File: src/tsc_pkg.sv
// Shared types and constants for the Taylor-series sine, cosine and tangent block.
`timescale 1ns / 1ps

package tsc_pkg;

    localparam int IFB = 52;
    localparam logic [63:0] TWO_PI_Q60 = 64'h6487_ED51_10B4_611A;
    localparam int CHUNKS = 4;
    localparam int CHUNK_W = 16;
    localparam int REM_W = 12;
    localparam int NUM_W = REM_W + CHUNK_W;
    localparam int DIV_BITS = 32;
    localparam int LANE_SIN = 0;
    localparam int LANE_COS = 1;

    localparam int CFG_IDX_W = 1;
    localparam int CFG_DATA_W = 31;
    localparam logic [CFG_IDX_W-1:0] CFG_COS_FLOOR = 1'b0;
    localparam logic [CFG_IDX_W-1:0] CFG_TAN_LIMIT = 1'b1;
    localparam logic [28:0] COS_FLOOR_RST = 29'd1;
    localparam logic [30:0] TAN_LIMIT_RST = 31'h7FFF_FFFF;

    typedef struct packed {
        logic signed [31:0] angle;
    } angle_req_t;

    typedef struct packed {
        logic signed [31:0] sine;
        logic signed [31:0] cosine;
        logic signed [31:0] tangent;
        logic               tan_saturated;
    } trig_rsp_t;

    typedef struct packed {
        logic        valid;
        logic        aneg;
        logic        apos;
        logic [31:0] rem;
    } red_bus_t;

    typedef struct packed {
        logic            valid;
        logic            aneg;
        logic            apos;
        logic [63:0]     x2;
        logic [1:0][63:0] t;
        logic [1:0][63:0] sum;
    } term_bus_t;

    typedef struct packed {
        logic        valid;
        logic        apos;
        logic [31:0] sine;
        logic [31:0] cosine;
        logic [31:0] cm;
        logic        pole;
        logic        ovf;
        logic [31:0] rem;
        logic [31:0] num;
        logic [31:0] q;
    } div_bus_t;

endpackage

File: src/tsc_div.sv
// One restoring-division cell producing one quotient bit of the tangent.
`timescale 1ns / 1ps

module tsc_div (
    input  logic               clk,
    input  logic               rst_n,
    input  logic               en,
    input  tsc_pkg::div_bus_t  bus_in,
    output tsc_pkg::div_bus_t  bus_out
);

    tsc_pkg::div_bus_t bus_reg;
    tsc_pkg::div_bus_t bus_next;
    logic [32:0] shifted;
    logic [32:0] diff;
    logic        ge;

    always_comb
    begin
        shifted = {bus_in.rem, bus_in.num[31]};
        diff = shifted - {1'b0, bus_in.cm};
        ge = shifted >= {1'b0, bus_in.cm};
        bus_next = bus_in;
        bus_next.rem = ge ? diff[31:0] : shifted[31:0];
        bus_next.num = {bus_in.num[30:0], 1'b0};
        bus_next.q = {bus_in.q[30:0], ge};
    end

    always_ff @(posedge clk or negedge rst_n)
    begin
        if (!rst_n)
        begin
            bus_reg <= '0;
        end
        else if (en)
        begin
            bus_reg <= bus_next;
        end
    end

    assign bus_out = bus_reg;

endmodule

File: config.mk
export PLATFORM = sky130hd
export DESIGN_NAME = tsc_div
export DESIGN_NICKNAME = d
export VERILOG_FILES = /design/src/tsc_pkg.sv /design/src/tsc_div.sv
export SDC_FILE = /design/constraint.sdc
export NUM_CORES = 1
export LEC_CHECK = 0
export ABC_AREA = 1
export BUFFER_PORTS_ARGS = -buffer_cell sky130_fd_sc_hd__buf_2
export CELL_PAD_IN_SITES_DETAIL_PLACEMENT = 1
export CELL_PAD_IN_SITES_GLOBAL_PLACEMENT = 2
export CORE_ASPECT_RATIO = 1.1
export CORE_MARGIN = 5
export CORE_UTILIZATION = 28
export CTS_CLUSTER_SIZE = 14
export DETAILED_ROUTE_END_ITERATION = 10
export GPL_ROUTABILITY_DRIVEN = 0
export HOLD_SLACK_MARGIN = 0.06
export PLACE_DENSITY = 0.85
export SLEW_MARGIN = 20
export SYNTH_ARGS = -nofsm -noshare
export SYNTH_HDL_FRONTEND = slang
export SYNTH_SLANG_ARGS = --single-unit
File: constraint.sdc
create_clock -name clk -period 1 [get_ports clk]
set_input_delay 0.15 -clock clk [delete_from_list [all_inputs] [get_ports clk]]
set_output_delay 0.15 -clock clk [all_outputs]
set_load 0.01 [all_outputs]
==> summary.txt <==
Outcome
  – Status: finished with violations
  – Failing checks: negative setup slack

Floorplan
  – Io pins: 395
  – Row count: 73
  – Initial Util: ~28%
  – Die ar.: 40800 sq um
  – Chip height: ~210 um
  – Die width: around 190 um
  – Core footprint: between 30000 and 40000 sq um

Finish
  – Share of cells above drive strength 1: ~45%
  – Core Util, Final: 56.1%
  – Largest register FFs: 195
  – Non-filler instance count after layout: approximately 2800
  – Layout area overhead: 97.0%
  – Final nets: around 2600

GRT
  – Global-route wire length before repair: slightly above 80000 um
  – Initial antenna violation count: 15
  – Largest net degree at the start of global routing: 55
  – Total grt overflow: 0
  – Number of global-route vias before repair: between 10000 and 15000
  – Gr usage total: between 20% and 30%
  – Met2 GRT Util: 47.5%
  – Grt met3 use: between 7 and 8%
  – Top Usage Layer GRT: met2
  – M1 GR Usage: 27.9%

Route
  – Drt drc: 0
  – Drt first pass iters: 5
  – Final wirelength: between 60000 and 70000 um
  – Via Count: 13700
  – Detailed-route wire length per cell: 22.4 um
  – Iteration-0 DRC Markers: ~700
  – Final antenna-violating net count: 0
  – Vias per inst: 4.85

Clocking
  – H-tree Lvls: 4
  – Clock buffer depth: 2
  – Skew-Pair Late Insertion Delay: around 450 ps
  – Reg clk slew, reported paths: 70 ps
  – CTS tree: done
  – Clk sink count: roughly 200
  – CTS buffer count: 17
  – CTS root buffer: clkbuf_16

Hold path
  – Hold_sp: bus_in[82]
  – Hold WC Path Type: input pin to flop

Setup path
  – Crit-path max FO: 20
  – Crit path kind: input pin to flop
  – Critical Path End Type: flop
  – Most frequent CP cell: nand2_2
  – Critical path launch point type: input pin
  – Worst setup path start: bus_in[124]
  – CP delay by family, top: simple AND/OR/NAND/NOR gates
  – Critical-path cell list: buf_2 -> inv_4 -> ha_4 -> nand2_1 -> nand2_2 -> nand2_2 -> nand2_2 -> a21oi_2 -> nand2_2 -> nor2_4 -> buf_6 -> nand3b_1 -> nand3_2 -> nand2_2
  – CP peak stage delay: around 250 ps
  – R2R Path Start: bus_out[24]
  – Slowest CP cell: buf_6
  – CP Data Arrival Time: 1850 ps
  – Worst Path Required: between 1000 and 1500 ps
  – Worst path bufs/invs: 3

STA
  – Skew final: 0 ps
  – Fmax: ~670 MHz
  – Worst setup margin: -497 ps
  – Crit path time final: approximately 1500 ps
  – Final worst path period share: 150%
  – Slew Limit Fails: 0
  – RSZ-0062 raised after global routing: true
  – # setup viols final: around 230
  – Hold_ws: about 63 ps
  – Final Hold Fails: 0

Synthesis
  – Flops & latches, synth: ~200
  – Post-synthesis cell count: 1443
  – YS warnings: 0
  – Syn Area/Cell: ~7.2 sq um
  – Post-Syn Area: around 10000 sq um
  – Syn nets: roughly 1700
  – Seq/Total Area, Yosys: a little under half
  – Synth unique cells: 28

Place
  – DP Cell Count: between 2000 and 2500
  – I/O Buffers: between 300 and 400
  – Pre-CTS WS: -1070 ps
  – Post-detail-place hpwl: roughly 36000 um

Power and ir drop
  – Pleak: roughly 11 nW
  – PwrDens: roughly 1300 nW/um^2
  – Peak supply drop: 1.21 mV
  – Pwr Total: around 27 mW

Run
  – Maximum capacitance violations: 0
==> final timing paths <==
check	end	slack [ps]	cells past startpoint
worst max-delay path	bus_out[74]	-500	14
worst min-delay path	bus_out[83]	60	4
worst max register to register	bus_out[24]	-60	4
worst min register to register	bus_out[179]	490	2
max in group asynchronous	bus_out[14]	320	3
min in group asynchronous	bus_out[116]	140	2
==> routing by layer <==
layer | share of wire [%] | vias up | wire, um
li1 | - | 6143 | -
met1 | 35 | 6724 | 22100
met2 | 51 | 624 | 32400
met3 | 7.7 | 247 | 4890
met4 | 6.4 | 6 | 4060
met5 | 0.052 | - | 33
==> layout make-up <==
cell class | count | area [sq um]
Antenna cell | 16 | 40.0
Timing Repair Buffer | 910 | 7620
Fill cell | 4304 | 15900
Clock buffer | 19 | 453
Tap cell | 487 | 609
Sequential cell | 195 | 4880
Multi-Input combinational cell | 1034 | 5900
Inverter | 162 | 696
Clock inverter | 12 | 141
==> worst reg2reg max path, stage by stage, from the launching register on <==
cell and delay, ps:
dfrtp_1 400, buf_4 140, buf_4 130, nand2_1 140, nand2_1 130
==> cells in the mapped netlist, drive strengths merged <==
cell / count / area share, %
a21oi: 19 / 0.92
and2: 2 / 0.12
buf: 18 / 1.1
clkbuf: 34 / 1.2
conb: 1 / 0.036
dfrtp: 195 / 47
fa: 1 / 0.19
ha: 32 / 3.9
inv: 162 / 5.9
nand2: 775 / 28
nand3: 67 / 3.3
nand3b: 26 / 1.9
nand4: 8 / 0.48
nor2: 50 / 2.1
nor3: 2 / 0.097
o21a: 2 / 0.15
o21ai: 33 / 1.6
o21bai: 2 / 0.15
xnor2: 13 / 1.1
xor2: 1 / 0.085
==> kinds of logic (layout without fill, tap and decap cells) <==
group | count (synthesis) | in the layout | share of synthesized area, %
AO/OA/AOI/OAI | 56 | 56 | 2.81
XOR/XNOR | 14 | 14 | 1.19
adder cells (fa/ha/maj) | 33 | 33 | 4.07
buffers and inverters | 214 | 1103 | 8.27
flip-flops | 195 | 195 | 47.3
other | 1 | 17 | 0.0363
AND/OR/NAND/NOR | 930 | 930 | 36.4
==> through the flow <==
step	cell area, sq um	TNS, ps
finish	20300	-44050
global route	20300	-53510
CTS	18500	-45570
detailed placement	14600	-33870
floorplan	10900	-17310
global placement	14600	-32360
==> placed cells by master, fill, tap and decap left out, drive strengths merged, types with 3 or more instances in the layout <==
master,Yosys,routed
nand2,775,775
clkbuf,34,24
xnor2,13,13
a21oi,19,19
nand3b,26,26
nand4,8,8
nor2,50,50
nand3,67,67
o21ai,33,33
dfrtp,195,195
clkinv,0,3
dlygate4sd3,0,180
inv,162,169
ha,32,32
buf,18,725
diode,0,16
==> power breakdown <==
part	switching, mW	internal [mW]	total [mW]
combinational	4.93	4.95	9.88
sequential	0.693	8.70	9.39
clock	3.50	3.88	7.38
==> repair_timing <==
action                     CTS  global route
hold endpoints to repair   371             3
gates cloned                 2             5
resized for setup          241           234
pin swaps                   51           116
hold buffers               177             3
buffers inserted            81           104
setup endpoints to repair  228           228
Power figures use the tool's default switching activity.
