### src/tsc_pkg.sv
// Shared types and constants for the Taylor-series sine, cosine and tangent block.
`timescale 1ns / 1ps

package tsc_pkg;

    localparam int IFB = 52;
    localparam logic [63:0] TWO_PI_Q60 = 64'h6487_ED51_10B4_611A;
    localparam int CHUNKS = 4;
    localparam int CHUNK_W = 16;
    localparam int REM_W = 12;
    localparam int NUM_W = REM_W + CHUNK_W;
    localparam int DIV_BITS = 32;
    localparam int LANE_SIN = 0;
    localparam int LANE_COS = 1;

    localparam int CFG_IDX_W = 1;
    localparam int CFG_DATA_W = 31;
    localparam logic [CFG_IDX_W-1:0] CFG_COS_FLOOR = 1'b0;
    localparam logic [CFG_IDX_W-1:0] CFG_TAN_LIMIT = 1'b1;
    localparam logic [28:0] COS_FLOOR_RST = 29'd1;
    localparam logic [30:0] TAN_LIMIT_RST = 31'h7FFF_FFFF;

    typedef struct packed {
        logic signed [31:0] angle;
    } angle_req_t;

    typedef struct packed {
        logic signed [31:0] sine;
        logic signed [31:0] cosine;
        logic signed [31:0] tangent;
        logic               tan_saturated;
    } trig_rsp_t;

    typedef struct packed {
        logic        valid;
        logic        aneg;
        logic        apos;
        logic [31:0] rem;
    } red_bus_t;

    typedef struct packed {
        logic            valid;
        logic            aneg;
        logic            apos;
        logic [63:0]     x2;
        logic [1:0][63:0] t;
        logic [1:0][63:0] sum;
    } term_bus_t;

    typedef struct packed {
        logic        valid;
        logic        apos;
        logic [31:0] sine;
        logic [31:0] cosine;
        logic [31:0] cm;
        logic        pole;
        logic        ovf;
        logic [31:0] rem;
        logic [31:0] num;
        logic [31:0] q;
    } div_bus_t;

endpackage

### src/tsc_reduce.sv
// One compare-and-subtract cell of the angle reduction modulo 2*pi.
`timescale 1ns / 1ps

module tsc_reduce #(
    parameter logic [63:0] STEP = 64'd1
) (
    input  logic               clk,
    input  logic               rst_n,
    input  logic               en,
    input  tsc_pkg::red_bus_t  bus_in,
    output tsc_pkg::red_bus_t  bus_out
);

    tsc_pkg::red_bus_t bus_reg;
    tsc_pkg::red_bus_t bus_next;

    always_comb
    begin
        bus_next = bus_in;
        if ({32'd0, bus_in.rem} >= STEP)
        begin
            bus_next.rem = bus_in.rem - STEP[31:0];
        end
    end

    always_ff @(posedge clk or negedge rst_n)
    begin
        if (!rst_n)
        begin
            bus_reg <= '0;
        end
        else if (en)
        begin
            bus_reg <= bus_next;
        end
    end

    assign bus_out = bus_reg;

endmodule

### config.mk
export PLATFORM = sky130hd
export DESIGN_NAME = tsc_reduce
export DESIGN_NICKNAME = d
export VERILOG_FILES = /design/src/tsc_pkg.sv /design/src/tsc_reduce.sv
export SDC_FILE = /design/constraint.sdc
export NUM_CORES = 1
export LEC_CHECK = 0
export ABC_AREA = 1
export BUFFER_PORTS_ARGS = -buffer_cell sky130_fd_sc_hd__buf_2
export CAP_MARGIN = 20
export CORE_MARGIN = 1.5
export CORE_UTILIZATION = 40
export CTS_BUF_LIST = sky130_fd_sc_hd__clkbuf_2
export CTS_CLUSTER_SIZE = 14
export DETAILED_ROUTE_END_ITERATION = 10
export GPL_TIMING_DRIVEN = 0
export PLACE_DENSITY = 0.66
export SLEW_MARGIN = 20
export SYNTH_ARGS = -nofsm -noshare
export SYNTH_HDL_FRONTEND = slang
export SYNTH_SLANG_ARGS = --single-unit
export TNS_END_PERCENT = 1
### constraint.sdc
create_clock -name clk -period 1 [get_ports clk]
set_clock_uncertainty 0.2 [all_clocks]
set_input_delay 0.1 -clock clk [delete_from_list [all_inputs] [get_ports clk]]
set_output_delay 0.1 -clock clk [all_outputs]
set_load 0.01 [all_outputs]
==> results list <==
* Result of the run: complete, but fails checks
- Failing checks: hold timing, setup timing
- Post-route worst hold slack: -0.4185 ns
* Setup repair after global routing missed its margin: true
- Of the total power, registers draw 0.516.
- Cell-by-cell listing of the critical path: buf_2
- Dividing total power by cell area gives a power density of 945.4 mW/mm^2.
* Most repeated cell in the gate-level netlist after synthesis: sky130_fd_sc_hd__nand2_1
* Maximum number of pins on one net before global-route repair: 36
- The number of buffers and inverters on the critical path is 1.
- The number of hold-slack violations in the final timing report is 51.
- Hold bufs inserted after CTS: 19
- Summed over all instances, the cell type with the most area after synthesis is sky130_fd_sc_hd__dfrtp_1.
- Number of placed instances, taps included: 511
- DR iter-0 viols: 115
- Count of input and output buffers: 71
- Net Sw Frac: 0.3266
- Counting along the longest clock path gives a buffer depth of 2.
- Max incr delay on CP: 0.43 ns
- Leftover overflow at the end of global routing: 0
- Setup Total Neg Slack: -11.46 ns
- The floorplan step defined a core boundary enclosing 0.005851 sq mm.
* Post-route cell area: 0.003311 sq mm
- # rows: 28
- The HPWL after detailed placement is 5327 microns.
- The internal portion of the total power is 2108 uW.
* Via count of the first global-routing pass: 2,441
- Count of vias placed by the detailed router: 2,561
- Antenna Nets Post-Route: 0
- For the pin with the worst max-slew slack, the measured transition is 0.7553 ns.
- Grouping stages by cell kind, the critical path spends the most delay in flip-flops.
- Ratio of cells with drive above 1 in the final layout: 0.3011
* Worst hold path class: in2async
* Antenna diode count: 0
* Final setup viols: 67
- The worst-case IR drop observed on VDD is 0.5431 mV.
- The worst setup path is captured at a primary output.
* Final worst-path cycle share: 1.229
* Number of clock sinks: 35
* Power share of the combinational group: 0.281
- Static leakage power: 0.001728 uW
* Chip height: 80.58 microns
* Cell type of the slowest stage on the worst timing path: sky130_fd_sc_hd__dfrtp_1
* Die width: 80.58 microns
- Sorting the synthesized cells by area gives the leading types as sky130_fd_sc_hd__dfrtp_1, sky130_fd_sc_hd__nand2_1, sky130_fd_sc_hd__nand3_1.
- After the last flow step, the layout net total stands at 504.
- Of the total power, the clock network draws 0.203.
- Sequential cell area fraction in the yosys report: 0.3638
* Clock Root Buffer: sky130_fd_sc_hd__clkbuf_2
* Max transition margin: 0.4964
* Maximum frequency from static timing analysis: 813.9 MHz
- Overall routing resource usage: 0.2236
* Clock tree from TritonCTS: built
- Worst skew pair latency: 0.36 ns
- In this run the power spent charging and discharging nets is 1022 uW.
- The final max-slew violation count is 0.
- The layout has 572 filler cells.
- Drt wl/cell: 12.50 microns
- After synthesis the netlist holds a flip-flop and latch count of 35.
- The synthesized netlist contains 22 unique library cells.
* Fraction of post-synthesis cell area in the top cell type by area: 0.3638
- Post-Synthesis Cell Area: 0.002407 sq mm
- In the routed design, unresolved DRC markers number 0.
- Worst setup path startpoint: bus_out[11]$_DFFE_PN0P_
* Flip-flop count of the largest register after layout: 35
* Worst setup endpoint: bus_out[11]
* Num CTS Buffers: 5
- After detailed routing, the number of vias per cell comes to 4.743.
- In this run the register-to-register setup slack is 0.05 ns.
* Total placed instance area: 0.002974 sq mm
- The commonest cells after synthesis are sky130_fd_sc_hd__nand2_1, sky130_fd_sc_hd__nor2_1, sky130_fd_sc_hd__nand3_1.
* Minimum setup slack after placement: -0.6374 ns
* Most used flip-flop cell after synthesis: sky130_fd_sc_hd__dfrtp_1
- The number of antenna violations at the first check in global routing is 0.
* Synthesis Warnings: 0
- Yosys mapped a number of flops with a built-in enable equal to 0.
- Post-route worst setup slack: -0.2287 ns
- Count of boundary I/O pins: 73
- Worst endpoint data arrival time: 0.93 ns
- The floorplan step defined a die boundary enclosing 0.006492 sq mm.
- In this run the mean area of a mapped cell was 6.595 sq um.
- Min Clock Period, post-route: 1.229 ns
- Clock-pin slew was measured on the worst setup and hold paths at 0.16 ns.
* Crit path kind: reg2out
- Worst setup SP type: flip-flop
- Routed Wire Length: 6752 microns
- Gate Count Post-Synth: 365
* Starting density of the core: 0.4115
* Maximum level of the CTS H-tree: 2
- Fraction of synthesis flops using an asynchronous set or reset pin: 1.000
- Number of search-and-repair iterations in the first detailed-routing pass: 4
- Layout overhead on the synthesized area: 37.53%
* Path length in cells of the critical path: 1
- Post-synthesis net count: 405
- At the end of routability-driven placement, the weighted congestion stood at 0.9209.
* Startpoint of the worst-slack reg-to-reg timing path: bus_out[11]$_DFFE_PN0P_
* First-pass GRT wire length: 11,210 microns
- The endpoint identified for the worst register-to-register timing path is bus_out[11]$_DFFE_PN0P_.
- Final core occ: 0.5659
- Layout Cells excl Fill: 540
* Worst Path Required: 0.70 ns
- Of all nets on the critical path, the largest fanout is 2.
* Max-cap violation count: 0
- Depth of the most critical reg-to-reg path: 3
## worst min-delay path by stage
stage          start                       to  slack, ns  depth (start not counted)
2_1_floorplan  rst_n   bus_out[0]$_DFFE_PN0P_      -0.40                          0
3_3_place_gp   rst_n  bus_out[30]$_DFFE_PN0P_       0.01                          1
3_5_place_dp   rst_n  bus_out[25]$_DFFE_PN0P_       0.02                          1
4_1_cts        rst_n   bus_out[0]$_DFFE_PN0P_      -0.41                          1
5_1_grt        rst_n   bus_out[0]$_DFFE_PN0P_      -0.39                          1
6_report       rst_n  bus_out[30]$_DFFE_PN0P_      -0.42                          1
## cell usage in the layout (no fill, tap or decap), drive strengths merged
master       instances
clkbuf              10
nor2                63
nand3               41
and2                 1
xor2                 7
buf                 80
dfrtp               35
inv                 28
nand4                8
nand2              148
o21ai               12
clkinv               2
xnor2                8
dlygate4sd3         19
clkinvlp             1
ha                   2
## kinds of logic after synthesis
| logic type | count (synthesis) | share of synthesized area |
|---|---|---|
| xor gates and xnor gates | 15 | 0.05458 |
| buffers and inverters | 40 | 0.07276 |
| and+or+nand+nor | 261 | 0.4735 |
| AOI/OAI and AO/OA | 12 | 0.02494 |
| adders and majority gates | 2 | 0.01039 |
| DFF | 35 | 0.3638 |
## per-stage QoR
step / hold slack (ns) / power [uW]
floorplan: -0.3956 / 2045
global placement: 0.01133 / 2412
detailed placement: 0.02035 / 2424
CTS: -0.4057 / 3137
global route: -0.3931 / 3343
finish: -0.4185 / 3130
## power by group through the flow
| stage | clock, uW | sequential [uW] | combinational, uW |
|---|---|---|---|
| CTS | 666 | 1620 | 856 |
| detailed placement | 0 | 1640 | 781 |
| global route | 729 | 1630 | 982 |
| global placement | 0 | 1640 | 774 |
| finish | 634 | 1620 | 880 |
| floorplan | 0 | 1700 | 342 |
## layer usage
layer  share of wire  vias up  GRT usage
li1                -     1338          -
met1            0.47     1143     0.3072
met2            0.47       76     0.3664
met3           0.051        4    0.02727
met4          0.0070        0    0.06552
met5               0        -          0
## area by class of cell
type,instances,area (sq um),area share
buffer,10,66.31,0.02003
clock buffer,7,35.03,0.01058
clock inverter,1,5.005,0.001512
inverter,30,116.4,0.03515
multi-input combinational,290,1539,0.4649
sequential,35,875.8,0.2645
tap,75,93.84,0.02834
timing repair buffer,92,579.3,0.1750
## repair_timing
action                                  4_1_cts  5_1_grt
gates resized for setup                      14       12
endpoints found under the hold margin        70       51
buffers inserted                              0        2
endpoints found under the setup margin       67       67
pin swaps                                     1        0
Power figures use the tool's default switching activity.
